### src/hw/rtl/lqfh_pkg.sv
// Shared types and constants for the link quality filter with hysteresis.
`default_nettype none

package lqfh_pkg;

    // Field widths
    localparam int MAG_W      = 8;
    localparam int AVG_W      = 9;
    localparam int SAMPLE_W   = 10;
    localparam int WEIGHT_W   = 9;
    localparam int THRESH_W   = 10;

    // Stream word widths
    localparam int S_TDATA_W  = 16;
    localparam int M_TDATA_W  = 24;
    localparam int M_TUSER_W  = 1;

    // APB
    localparam int APB_ADDR_W = 5;
    localparam int APB_DATA_W = 32;
    localparam int REG_IDX_W  = 3;

    typedef logic [REG_IDX_W-1:0] reg_idx_t;

    // Register map indexes (byte address = 4 * index)
    localparam reg_idx_t REG_FILTER_WEIGHT    = 3'd0;
    localparam reg_idx_t REG_SNR_LOW          = 3'd1;
    localparam reg_idx_t REG_SNR_HIGH         = 3'd2;
    localparam reg_idx_t REG_STRENGTH_LOW     = 3'd3;
    localparam reg_idx_t REG_STRENGTH_HIGH    = 3'd4;

    // Reset values
    localparam logic [WEIGHT_W-1:0]        RST_FILTER_WEIGHT = 9'd64;
    localparam logic signed [THRESH_W-1:0] RST_SNR_LOW       = -10'sd10;
    localparam logic signed [THRESH_W-1:0] RST_SNR_HIGH      = -10'sd5;
    localparam logic signed [THRESH_W-1:0] RST_STRENGTH_LOW  = -10'sd130;
    localparam logic signed [THRESH_W-1:0] RST_STRENGTH_HIGH = -10'sd125;

endpackage : lqfh_pkg

`default_nettype wire

### src/hw/rtl/link_quality_filter_hysteresis_unit.sv
// Top level: link quality lag filter with dual-threshold hysteresis stop flag.
// Usage:
//   s_* stream: one status report word per handshake (strength and noise
//   magnitude bytes). m_* stream: one result word per report, carrying the
//   filtered strength, filtered SNR and, in m_tuser, the link stop flag.
//   APB port: five registers at byte addresses 0x00..0x10 (filter weight,
//   SNR low/high, strength low/high thresholds). Write only while idle.
// Timing:
//   A report is captured in an input register; the lag filter and
//   comparator then load the filter state, which doubles as the output
//   register, and m_tvalid rises as it is loaded. Throughput is one word
//   per cycle while m_tready is high: the filter recurrence (one multiply
//   and add per average) closes in the single stage between the registers.
// Reset:
//   rst_n clears both averages, the primed flag and the stop flag, and
//   loads register defaults. The first report after reset loads the
//   averages directly; later reports are filtered.
// Stall:
//   While m_tready is low a finished word holds on m_*; one more report is
//   still taken into the input register, then s_tready drops.
`default_nettype none

module link_quality_filter_hysteresis_unit #(
    parameter int WEIGHT_FRAC_BITS = 8
) (
    input  wire                                  clk,
    input  wire                                  rst_n,
    // slave stream: [7:0] strength_magnitude, [15:8] noise_magnitude
    input  wire                                  s_tvalid,
    output logic                                 s_tready,
    input  wire  [lqfh_pkg::S_TDATA_W-1:0]       s_tdata,
    // master stream: [8:0] filtered_strength, [17:9] filtered_snr, rest zero
    output logic                                 m_tvalid,
    input  wire                                  m_tready,
    output logic [lqfh_pkg::M_TDATA_W-1:0]       m_tdata,
    // master tuser: [0] link_stop
    output logic [lqfh_pkg::M_TUSER_W-1:0]       m_tuser,
    // APB configuration port
    input  wire                                  psel,
    input  wire                                  penable,
    input  wire                                  pwrite,
    input  wire  [lqfh_pkg::APB_ADDR_W-1:0]      paddr,
    input  wire  [lqfh_pkg::APB_DATA_W-1:0]      pwdata,
    output logic [lqfh_pkg::APB_DATA_W-1:0]      prdata,
    output logic                                 pready
);

    import lqfh_pkg::*;

    // Clamped weight must hold the value ONE as well as any 9-bit register value
    localparam int EW = (WEIGHT_FRAC_BITS + 1 > WEIGHT_W) ? WEIGHT_FRAC_BITS + 1 : WEIGHT_W;
    localparam logic [EW-1:0] W_ONE = EW'(1) << WEIGHT_FRAC_BITS;
    // Accumulator: old*ONE + diff*w, diff is 11 bits signed
    localparam int AW = SAMPLE_W + 1 + EW + 2;
    localparam logic [AW-1:0] TRUNC_BIAS = (AW'(1) << WEIGHT_FRAC_BITS) - AW'(1);

    // ---------------------------------------------------------------
    // Configuration registers
    // ---------------------------------------------------------------
    logic [WEIGHT_W-1:0]        filter_weight_reg;
    logic signed [THRESH_W-1:0] snr_low_reg;
    logic signed [THRESH_W-1:0] snr_high_reg;
    logic signed [THRESH_W-1:0] strength_low_reg;
    logic signed [THRESH_W-1:0] strength_high_reg;

    logic     cfg_write;
    reg_idx_t cfg_idx;

    assign pready    = 1'b1;
    assign cfg_write = psel && penable && pwrite && pready;
    assign cfg_idx   = paddr[APB_ADDR_W-1:2];

    always_ff @(posedge clk or negedge rst_n)
    begin
        if (!rst_n)
        begin
            filter_weight_reg <= RST_FILTER_WEIGHT;
            snr_low_reg       <= RST_SNR_LOW;
            snr_high_reg      <= RST_SNR_HIGH;
            strength_low_reg  <= RST_STRENGTH_LOW;
            strength_high_reg <= RST_STRENGTH_HIGH;
        end
        else if (cfg_write)
        begin
            case (cfg_idx)
                REG_FILTER_WEIGHT: filter_weight_reg <= pwdata[WEIGHT_W-1:0];
                REG_SNR_LOW:       snr_low_reg       <= $signed(pwdata[THRESH_W-1:0]);
                REG_SNR_HIGH:      snr_high_reg      <= $signed(pwdata[THRESH_W-1:0]);
                REG_STRENGTH_LOW:  strength_low_reg  <= $signed(pwdata[THRESH_W-1:0]);
                REG_STRENGTH_HIGH: strength_high_reg <= $signed(pwdata[THRESH_W-1:0]);
                default:           ;
            endcase
        end
    end

    // Read back: weight zero-extended, thresholds sign-extended
    always_comb
    begin
        case (cfg_idx)
            REG_FILTER_WEIGHT: prdata = APB_DATA_W'(filter_weight_reg);
            REG_SNR_LOW:       prdata = APB_DATA_W'(snr_low_reg);
            REG_SNR_HIGH:      prdata = APB_DATA_W'(snr_high_reg);
            REG_STRENGTH_LOW:  prdata = APB_DATA_W'(strength_low_reg);
            REG_STRENGTH_HIGH: prdata = APB_DATA_W'(strength_high_reg);
            default:           prdata = '0;
        endcase
    end

    // ---------------------------------------------------------------
    // Input register
    // ---------------------------------------------------------------
    logic             in_valid_reg;
    logic [MAG_W-1:0] strength_mag_reg;
    logic [MAG_W-1:0] noise_mag_reg;
    logic             advance;

    logic             out_valid_reg;
    logic             primed_reg;
    logic             stop_reg;
    logic signed [AVG_W-1:0] strength_avg_reg;
    logic signed [AVG_W-1:0] snr_avg_reg;

    // Word moves from input register into the filter state / output register
    assign advance  = in_valid_reg && (!out_valid_reg || m_tready);
    assign s_tready = !in_valid_reg || advance;

    always_ff @(posedge clk or negedge rst_n)
    begin
        if (!rst_n)
        begin
            in_valid_reg <= 1'b0;
        end
        else if (s_tready)
        begin
            in_valid_reg <= s_tvalid;
        end
    end

    always_ff @(posedge clk)
    begin
        if (s_tready && s_tvalid)
        begin
            strength_mag_reg <= s_tdata[MAG_W-1:0];
            noise_mag_reg    <= s_tdata[2*MAG_W-1:MAG_W];
        end
    end

    // ---------------------------------------------------------------
    // Lag filter: (old*(ONE-w) + x*w)/ONE == (old*ONE + (x-old)*w)/ONE,
    // divided with truncation toward zero.
    // ---------------------------------------------------------------
    function automatic logic signed [AVG_W-1:0] lag_mix(
        input logic signed [AVG_W-1:0]    old_val,
        input logic signed [SAMPLE_W-1:0] sample,
        input logic [EW-1:0]              w
    );
        logic signed [SAMPLE_W:0] diff;
        logic signed [AW-1:0]     acc;
        logic signed [AW-1:0]     bias;
        logic signed [AW-1:0]     quot;
        diff = (SAMPLE_W+1)'(sample) - (SAMPLE_W+1)'(old_val);
        acc  = (AW'(old_val) <<< WEIGHT_FRAC_BITS) + AW'(diff) * AW'($signed({1'b0, w}));
        bias = acc[AW-1] ? $signed(TRUNC_BIAS) : '0;
        quot = (acc + bias) >>> WEIGHT_FRAC_BITS;
        return quot[AVG_W-1:0];
    endfunction

    logic [EW-1:0]              weight_ext;
    logic [EW-1:0]              weight_eff;
    logic signed [SAMPLE_W-1:0] strength_sample;
    logic signed [SAMPLE_W-1:0] snr_sample;

    logic signed [AVG_W-1:0] strength_avg_next;
    logic signed [AVG_W-1:0] snr_avg_next;
    logic                    stop_next;
    logic signed [THRESH_W-1:0] strength_cmp;
    logic signed [THRESH_W-1:0] snr_cmp;

    assign weight_ext      = EW'(filter_weight_reg);
    assign weight_eff      = (weight_ext > W_ONE) ? W_ONE : weight_ext;
    assign strength_sample = -$signed({2'b00, strength_mag_reg});
    assign snr_sample      = $signed({2'b00, noise_mag_reg}) - $signed({2'b00, strength_mag_reg});

    always_comb
    begin
        if (primed_reg)
        begin
            strength_avg_next = lag_mix(strength_avg_reg, strength_sample, weight_eff);
            snr_avg_next      = lag_mix(snr_avg_reg, snr_sample, weight_eff);
        end
        else
        begin
            // first report after reset loads directly
            strength_avg_next = strength_sample[AVG_W-1:0];
            snr_avg_next      = snr_sample[AVG_W-1:0];
        end

        strength_cmp = THRESH_W'(strength_avg_next);
        snr_cmp      = THRESH_W'(snr_avg_next);

        // Hysteresis: either below low sets, both above high clears, else hold
        if (snr_cmp < snr_low_reg || strength_cmp < strength_low_reg)
            stop_next = 1'b1;
        else if (snr_cmp > snr_high_reg && strength_cmp > strength_high_reg)
            stop_next = 1'b0;
        else
            stop_next = stop_reg;
    end

    // ---------------------------------------------------------------
    // Filter state; also the output register
    // ---------------------------------------------------------------
    always_ff @(posedge clk or negedge rst_n)
    begin
        if (!rst_n)
        begin
            out_valid_reg    <= 1'b0;
            primed_reg       <= 1'b0;
            stop_reg         <= 1'b0;
            strength_avg_reg <= '0;
            snr_avg_reg      <= '0;
        end
        else
        begin
            if (advance)
            begin
                out_valid_reg    <= 1'b1;
                primed_reg       <= 1'b1;
                stop_reg         <= stop_next;
                strength_avg_reg <= strength_avg_next;
                snr_avg_reg      <= snr_avg_next;
            end
            else if (m_tready)
            begin
                out_valid_reg <= 1'b0;
            end
        end
    end

    assign m_tvalid = out_valid_reg;
    assign m_tdata  = {(M_TDATA_W - 2*AVG_W)'(0), snr_avg_reg, strength_avg_reg};
    assign m_tuser  = stop_reg;

    // ---------------------------------------------------------------
    // Assertions
    // ---------------------------------------------------------------
    a_out_implies_primed: assert property (@(posedge clk) disable iff (!rst_n)
        m_tvalid |-> primed_reg)
        else $error("result shown before filter primed");

    a_strength_nonpositive: assert property (@(posedge clk) disable iff (!rst_n)
        primed_reg |-> (strength_avg_reg[AVG_W-1] || strength_avg_reg == '0))
        else $error("filtered strength left its range");

    a_zero_weight_holds: assert property (@(posedge clk) disable iff (!rst_n)
        advance && primed_reg && filter_weight_reg == '0
        |=> $stable(strength_avg_reg) && $stable(snr_avg_reg))
        else $error("zero weight changed the averages");

endmodule : link_quality_filter_hysteresis_unit

`default_nettype wire
### config.mk
export PLATFORM = sky130hd
export DESIGN_NAME = link_quality_filter_hysteresis_unit
export DESIGN_NICKNAME = d
export VERILOG_FILES = /design/src/hw/rtl/lqfh_pkg.sv /design/src/hw/rtl/link_quality_filter_hysteresis_unit.sv
export SDC_FILE = /design/constraint.sdc
export NUM_CORES = 1
export LEC_CHECK = 0
export BUFFER_PORTS_ARGS = -buffer_cell sky130_fd_sc_hd__buf_4
export CAP_MARGIN = 0
export CELL_PAD_IN_SITES_DETAIL_PLACEMENT = 0
export CELL_PAD_IN_SITES_GLOBAL_PLACEMENT = 1
export CORE_MARGIN = 3
export CORE_UTILIZATION = 48
export CTS_CLUSTER_DIAMETER = 150
export DETAILED_ROUTE_END_ITERATION = 8
export GPL_TIMING_DRIVEN = 0
export PLACE_DENSITY = 0.87
export SLEW_MARGIN = 40
export SYNTH_ARGS = -nofsm -noshare
export SYNTH_HDL_FRONTEND = slang
export SYNTH_SLANG_ARGS = --single-unit
### constraint.sdc
create_clock -name clk -period 13.5 [get_ports clk]
set_input_delay 2.7 -clock clk [delete_from_list [all_inputs] [get_ports clk]]
set_output_delay 2.7 -clock clk [all_outputs]
set_load 0.03 [all_outputs]
# == Word level (Yosys, flattened, before mapping) ==
# Index checks and enable logic that the tools add are counted.
# word_totals
output_inout_bits,60
word_cells,61
inputBits,60
register_bits,87
# classes
mul,2
n_eq_ne,4
n_addsub,8
n_mux,10
n_lt_le_gt_ge,5
reduce_logical,19
# ops
operator,n
case mux 32 bit (5 select lines),1
adder 17 x 9 -> 17 bit,2
two-way mux 9 bit,3
adder 17 x 21 -> 22 bit,1
adder 17 x 20 -> 21 bit,1
multiplier 11 x 10 -> 21 bit,1
greater-than comparator 9 x 10 -> 1 bit,2
less-than comparator 9 x 10 -> 1 bit,2
multiplier 10 x 10 -> 20 bit,1
two-way mux 8 bit,2
AND reduction 2 bit,6
subtractor 10 x 9 -> 11 bit,1
negation 8 -> 10 bit,1
subtractor 9 x 9 -> 10 bit,1
"greater-than comparator 9 bit, second input constant",1
subtractor 8 x 8 -> 9 bit,1
"equality test 3 x 2 -> 1 bit, second input constant",2
logical AND 1 bit,5
two-way mux 1 bit,4
nonzero test 2 bit,2
"equality test 3 x 1 -> 1 bit, second input constant",1
"equality test 3 bit, second input constant",1
logical NOT 3 bit,1
logical OR 1 bit,3
logical NOT 1 bit,2

# == Depth between registers and ports, before layout ==
# logic_depth
ltp_word,11
mapped_depth,52
mapped_depth_nobuf,52

# == Worst setup path before layout ==
# Ideal clock, no wire load.
# synth_path
path_type,reg-to-reg
start,register strength_mag_reg[0]
end,register stop_reg (netlist: m_tuser)
n_path_buf,1
required_ns,13.357
arrival_time_ns,10.698
setup_slack_ns,2.659
synth_period_minus_slack_ns,10.841
path_stages_with_launch,46
setup_time_ns,0.143
cell_sequence,edfxtp_1 inv_1 ha_1 inv_1 fa_1 nor2b_1 o21ai_0 a21boi_0 o21ai_0 a21boi_0 o21ai_0 a21boi_0 o31a_1 clkbuf_1 nor2_1 fa_1 fa_1 inv_1 [10 not listed] ha_1 o21ai_0 a21oi_1 nor2b_1 a211o_1 a211o_1 nand4_2 nand4b_1 xnor2_1 a21oi_1 ha_1 inv_1 a221oi_1 o21ai_0 nor4_1 o41ai_1 a222oi_1 o211ai_1
# synth_between
elab_chain_cells,11
elab_cells_between_ends,23
classes_between,add/sub (8); mul (2); order compare (4); mux (5); reduce/logical (4)
# synth_lines
element,line,source
"start, declared",link_quality_filter_hysteresis_unit.sv:113,logic [MAG_W-1:0] strength_mag_reg;
"start signal, assigned",link_quality_filter_hysteresis_unit.sv:143,strength_mag_reg <= s_tdata[MAG_W-1:0];
negation 8 -> 10 bit *,link_quality_filter_hysteresis_unit.sv:181,"assign strength_sample = -$signed({2'b00, strength_mag_reg});"
subtractor 10 x 9 -> 11 bit,link_quality_filter_hysteresis_unit.sv:161,diff = (SAMPLE_W+1)'(sample) - (SAMPLE_W+1)'(old_val);
multiplier 11 x 10 -> 21 bit,link_quality_filter_hysteresis_unit.sv:162,"acc = (AW'(old_val) <<< WEIGHT_FRAC_BITS) + AW'(diff) * AW'($signed({1'b0, w}));"
adder 17 x 21 -> 22 bit,link_quality_filter_hysteresis_unit.sv:162,
two-way mux 8 bit,link_quality_filter_hysteresis_unit.sv:163,bias = acc[AW-1] ? $signed(TRUNC_BIAS) : '0;
adder 17 x 9 -> 17 bit,link_quality_filter_hysteresis_unit.sv:164,quot = (acc + bias) >>> WEIGHT_FRAC_BITS;
two-way mux 9 bit *,link_quality_filter_hysteresis_unit.sv:186,if (primed_reg)
via strength_avg_next[8],link_quality_filter_hysteresis_unit.sv:173,logic signed [AVG_W-1:0] strength_avg_next;
less-than comparator 9 x 10 -> 1 bit / greater-than comparator 9 x 10 -> 1 bit (equally long branches),"link_quality_filter_hysteresis_unit.sv:202, link_quality_filter_hysteresis_unit.sv:204",
logical OR 1 bit / logical AND 1 bit (equally long branches),"link_quality_filter_hysteresis_unit.sv:202, link_quality_filter_hysteresis_unit.sv:204",
nonzero test 2 bit (no line),n/a,
AND reduction 2 bit (no line),n/a,
"end signal, assigned",link_quality_filter_hysteresis_unit.sv:229,stop_reg <= stop_next;
"end, declared",link_quality_filter_hysteresis_unit.sv:119,logic stop_reg;
# The timed path passes the listed nets; every way through them passes the cells marked *.
# A chain may end at the register's enable or synchronous reset.

# == Final worst setup path ==
# Same ends and word-level chain as after synthesis.

==> metrics <==
Vias=about 13000; P&R area growth vs syn=10.26%; MaxCap Viol Count=0; drt first pass iters=6; Core Box Area=30910 um^2; Reg2Reg Depth=45; Primary FF master, synth=dfrtp_1; fin nets=between 2000 and 2500; Setup TNS=0 ps; r2r startpoint=strength_mag_reg[0]; CTS sink cnt=87; Port Buf Inserts=85; drt via density=approximately 5.6; status=finished, final reports clean; Tcrit/Tclk final=93.04%; r2r endpoint=m_tuser; Worst Setup End Kind=flop; FMAX=about 80 MHz; Hold Buf Count CTS=0; CTS clock-pin slew for the worst setup and hold paths=70 ps; worst min-delay path startpoint=in_valid_reg; most used cell, CP=o21ai_0; Initial DRC Count=596; ratio of cells with drive above 1 in the final layout=12.29%; Post-Syn Area=around 15000 um^2; post-synth top area share=roughly a quarter; gr usage total=between 20 and 30%; Tmin final=around 13000 ps; Mapped Cells=between 1500 and 2000; max layer used=met4; io pins=120; final count of hold timing violations=0; die width=~180 um; Final ANT Viol Nets=0; Area contributors post-synth=fa_1 24%, ha_1 16%, inv_1 8.2%; RSZ-0062 raised after global routing=false; Distinct cells, synth=slightly above 70; Crit Path Max Fanout=10; Synthesis Warnings=0; Hold Path Sink=m_tvalid; Post-synth EDFFs=16; DR WL met2=19910 um; met3 wire length=about 2800 um; Critical Path RT=between 10000 and 15000 ps; clock skew=10.45 ps; Worst Hold Path Cells=1; # DRC=0; leading area contributor after synthesis=fa_1; Synth async-reset ratio=just over 80%; Initial Util=about half; Die Y-Extent=between 150 and 200 um; CTS Root Cell=clkbuf_16; vias in the first global route=~13000; Hold Crit Class=reg2reg; CTS Buf Count=9; total congestion overflow=0; Setup-failing EPs final=0; CP arrival=12760 ps; sequential fraction of the synthesis area=about 15%; hpwl dp=between 30000 and 40000 um; initial antenna violation count=0; CTS tree=built; FF+latch count, synth=slightly below 90; CP Class=reg2reg; CTS H-Tree Depth=3; Clock Latency Late Sink=approximately 350 ps; Max stage delay on crit path=approximately 570 ps; met1 wire length=around 18000 um; ANT cells=0; drt total wl=around 42000 um; slowest CP cell=o31ai_2; die area=33850 um^2; r2r setup slk=approximately 940 ps; Worst slew margin=37.04%; pin count of the biggest net entering global routing=72; max-slew violations=0; Worst Tran Pin Value=between 900 and 1000 ps; average size of a mapped cell=between 8 and 9 um^2; CTS max path bufs=2; GPL Wtd Cong=approximately 0.97; row count=64; DR WL/cell=18.92 um; crit path launch type=flop; global-route wire length before repair=67440 um
==> stage by stage <==
step	utilization [%]	setup slack [ps]	instance area (um^2)	std cells	hold WS (ps)
final	54.24	939.0	16760	2235	512.1
after global routing	54.24	96.49	16760	2235	536.9
after CTS	54.16	181.0	16740	2236	511.1
after detailed placement	53.09	255.8	16410	2220	503.4
after global placement	52.92	537.8	16360	2217	483.9
after floorplan	-	2659	15220	1736	471.1
==> Yosys cell counts, types with 6 or more instances <==
library cell,count
fa_1,184
dfstp_2,31
a21boi_0,8
dfrtp_1,40
nand2b_1,23
nand3_1,21
nand2_1,154
buf_4,29
a21o_1,27
a21oi_1,51
o21bai_1,6
nor2_1,146
and2_1,9
or2_2,7
xor2_1,38
mux2_2,35
a22oi_1,26
xnor2_1,55
a31oi_1,9
clkbuf_1,37
nor3_1,22
or3_1,7
edfxtp_1,16
inv_1,332
o21a_1,15
o22ai_1,11
nand4_1,17
ha_1,192
nor2b_1,28
o21ai_0,70
==> worst max-delay path: cells and delay by family (launching register included) <==
family | cells | cell delay, ps
AND/OR/NAND/NOR | 8 | 1840
XOR/XNOR | 3 | 930
adder cells (fa/ha/maj) | 10 | 4390
buffers and inverters | 5 | 350
flip-flops | 1 | 470
AO/OA/AOI/OAI | 19 | 4400
==> cell families (layout without fill, tap and decap cells) <==
kind of cell	Yosys count	in the layout	synth area share, %
and+or+nand+nor	466	466	14.31
other	2	7	0.04939
adders and majority gates	376	376	40.03
buffers and inverters	404	507	10.69
AOI/OAI and AO/OA	259	259	11.03
muxes	41	41	3.078
DFF	87	87	15.10
xor gates and xnor gates	96	96	5.719
==> placed cells by master, fill, tap and decap left out, types with 6 or more instances in the layout <==
cell	Yosys	layout
a21boi_0	8	7
a21o_1	27	27
a21oi_1	51	51
a22oi_1	26	26
a31oi_1	9	9
and2_1	9	9
buf_4	29	114
clkbuf_1	37	37
clkbuf_16	0	12
conb_1	2	7
dfrtp_1	40	40
dfstp_2	31	31
edfxtp_1	16	16
fa_1	184	184
ha_1	192	192
inv_1	332	332
mux2_2	35	35
nand2_1	154	154
nand2b_1	23	23
nand3_1	21	21
nand4_1	17	17
nor2_1	146	146
nor2b_1	28	27
nor3_1	22	21
o21a_1	15	15
o21ai_0	70	69
o21bai_1	6	6
o22ai_1	11	11
or2_2	7	7
or3_1	7	7
xnor2_1	55	54
xor2_1	38	37
==> layout make-up <==
cell class / instances / area [um^2]
multi-input combinational: 1245 / 11360
tap: 396 / 495.5
sequential: 87 / 2296
fill: 2876 / 14140
clock buffer: 13 / 304.0
timing repair buffer: 88 / 659.4
clock inverter: 3 / 26.28
buffer: 69 / 367.9
inverter: 334 / 1254
==> layer usage <==
layer,track usage [%],up-vias
li1,-,5783
met1,33.32,6191
met2,42.67,446
met3,4.294,108
met4,9.828,0
met5,0,-
==> repair_timing <==
item	CTS	global route
setup endpoints to repair	0	1
buffers inserted	0	0
gates resized for setup	0	5
==> worst max-delay path by stage <==
stage | slack, ps | end | start
after floorplan | 2660 | m_tuser | strength_mag_reg[0]
after global placement | 540 | m_tuser | strength_mag_reg[0]
after detailed placement | 260 | m_tuser | strength_mag_reg[0]
after CTS | 180 | m_tuser | strength_mag_reg[0]
after global routing | 100 | m_tuser | strength_mag_reg[0]
final | 940 | m_tuser | strength_mag_reg[0]
Power is left out: the tool's default activity adds up to more than one toggle a clock period on the data nets, which glitch-free logic cannot reach.
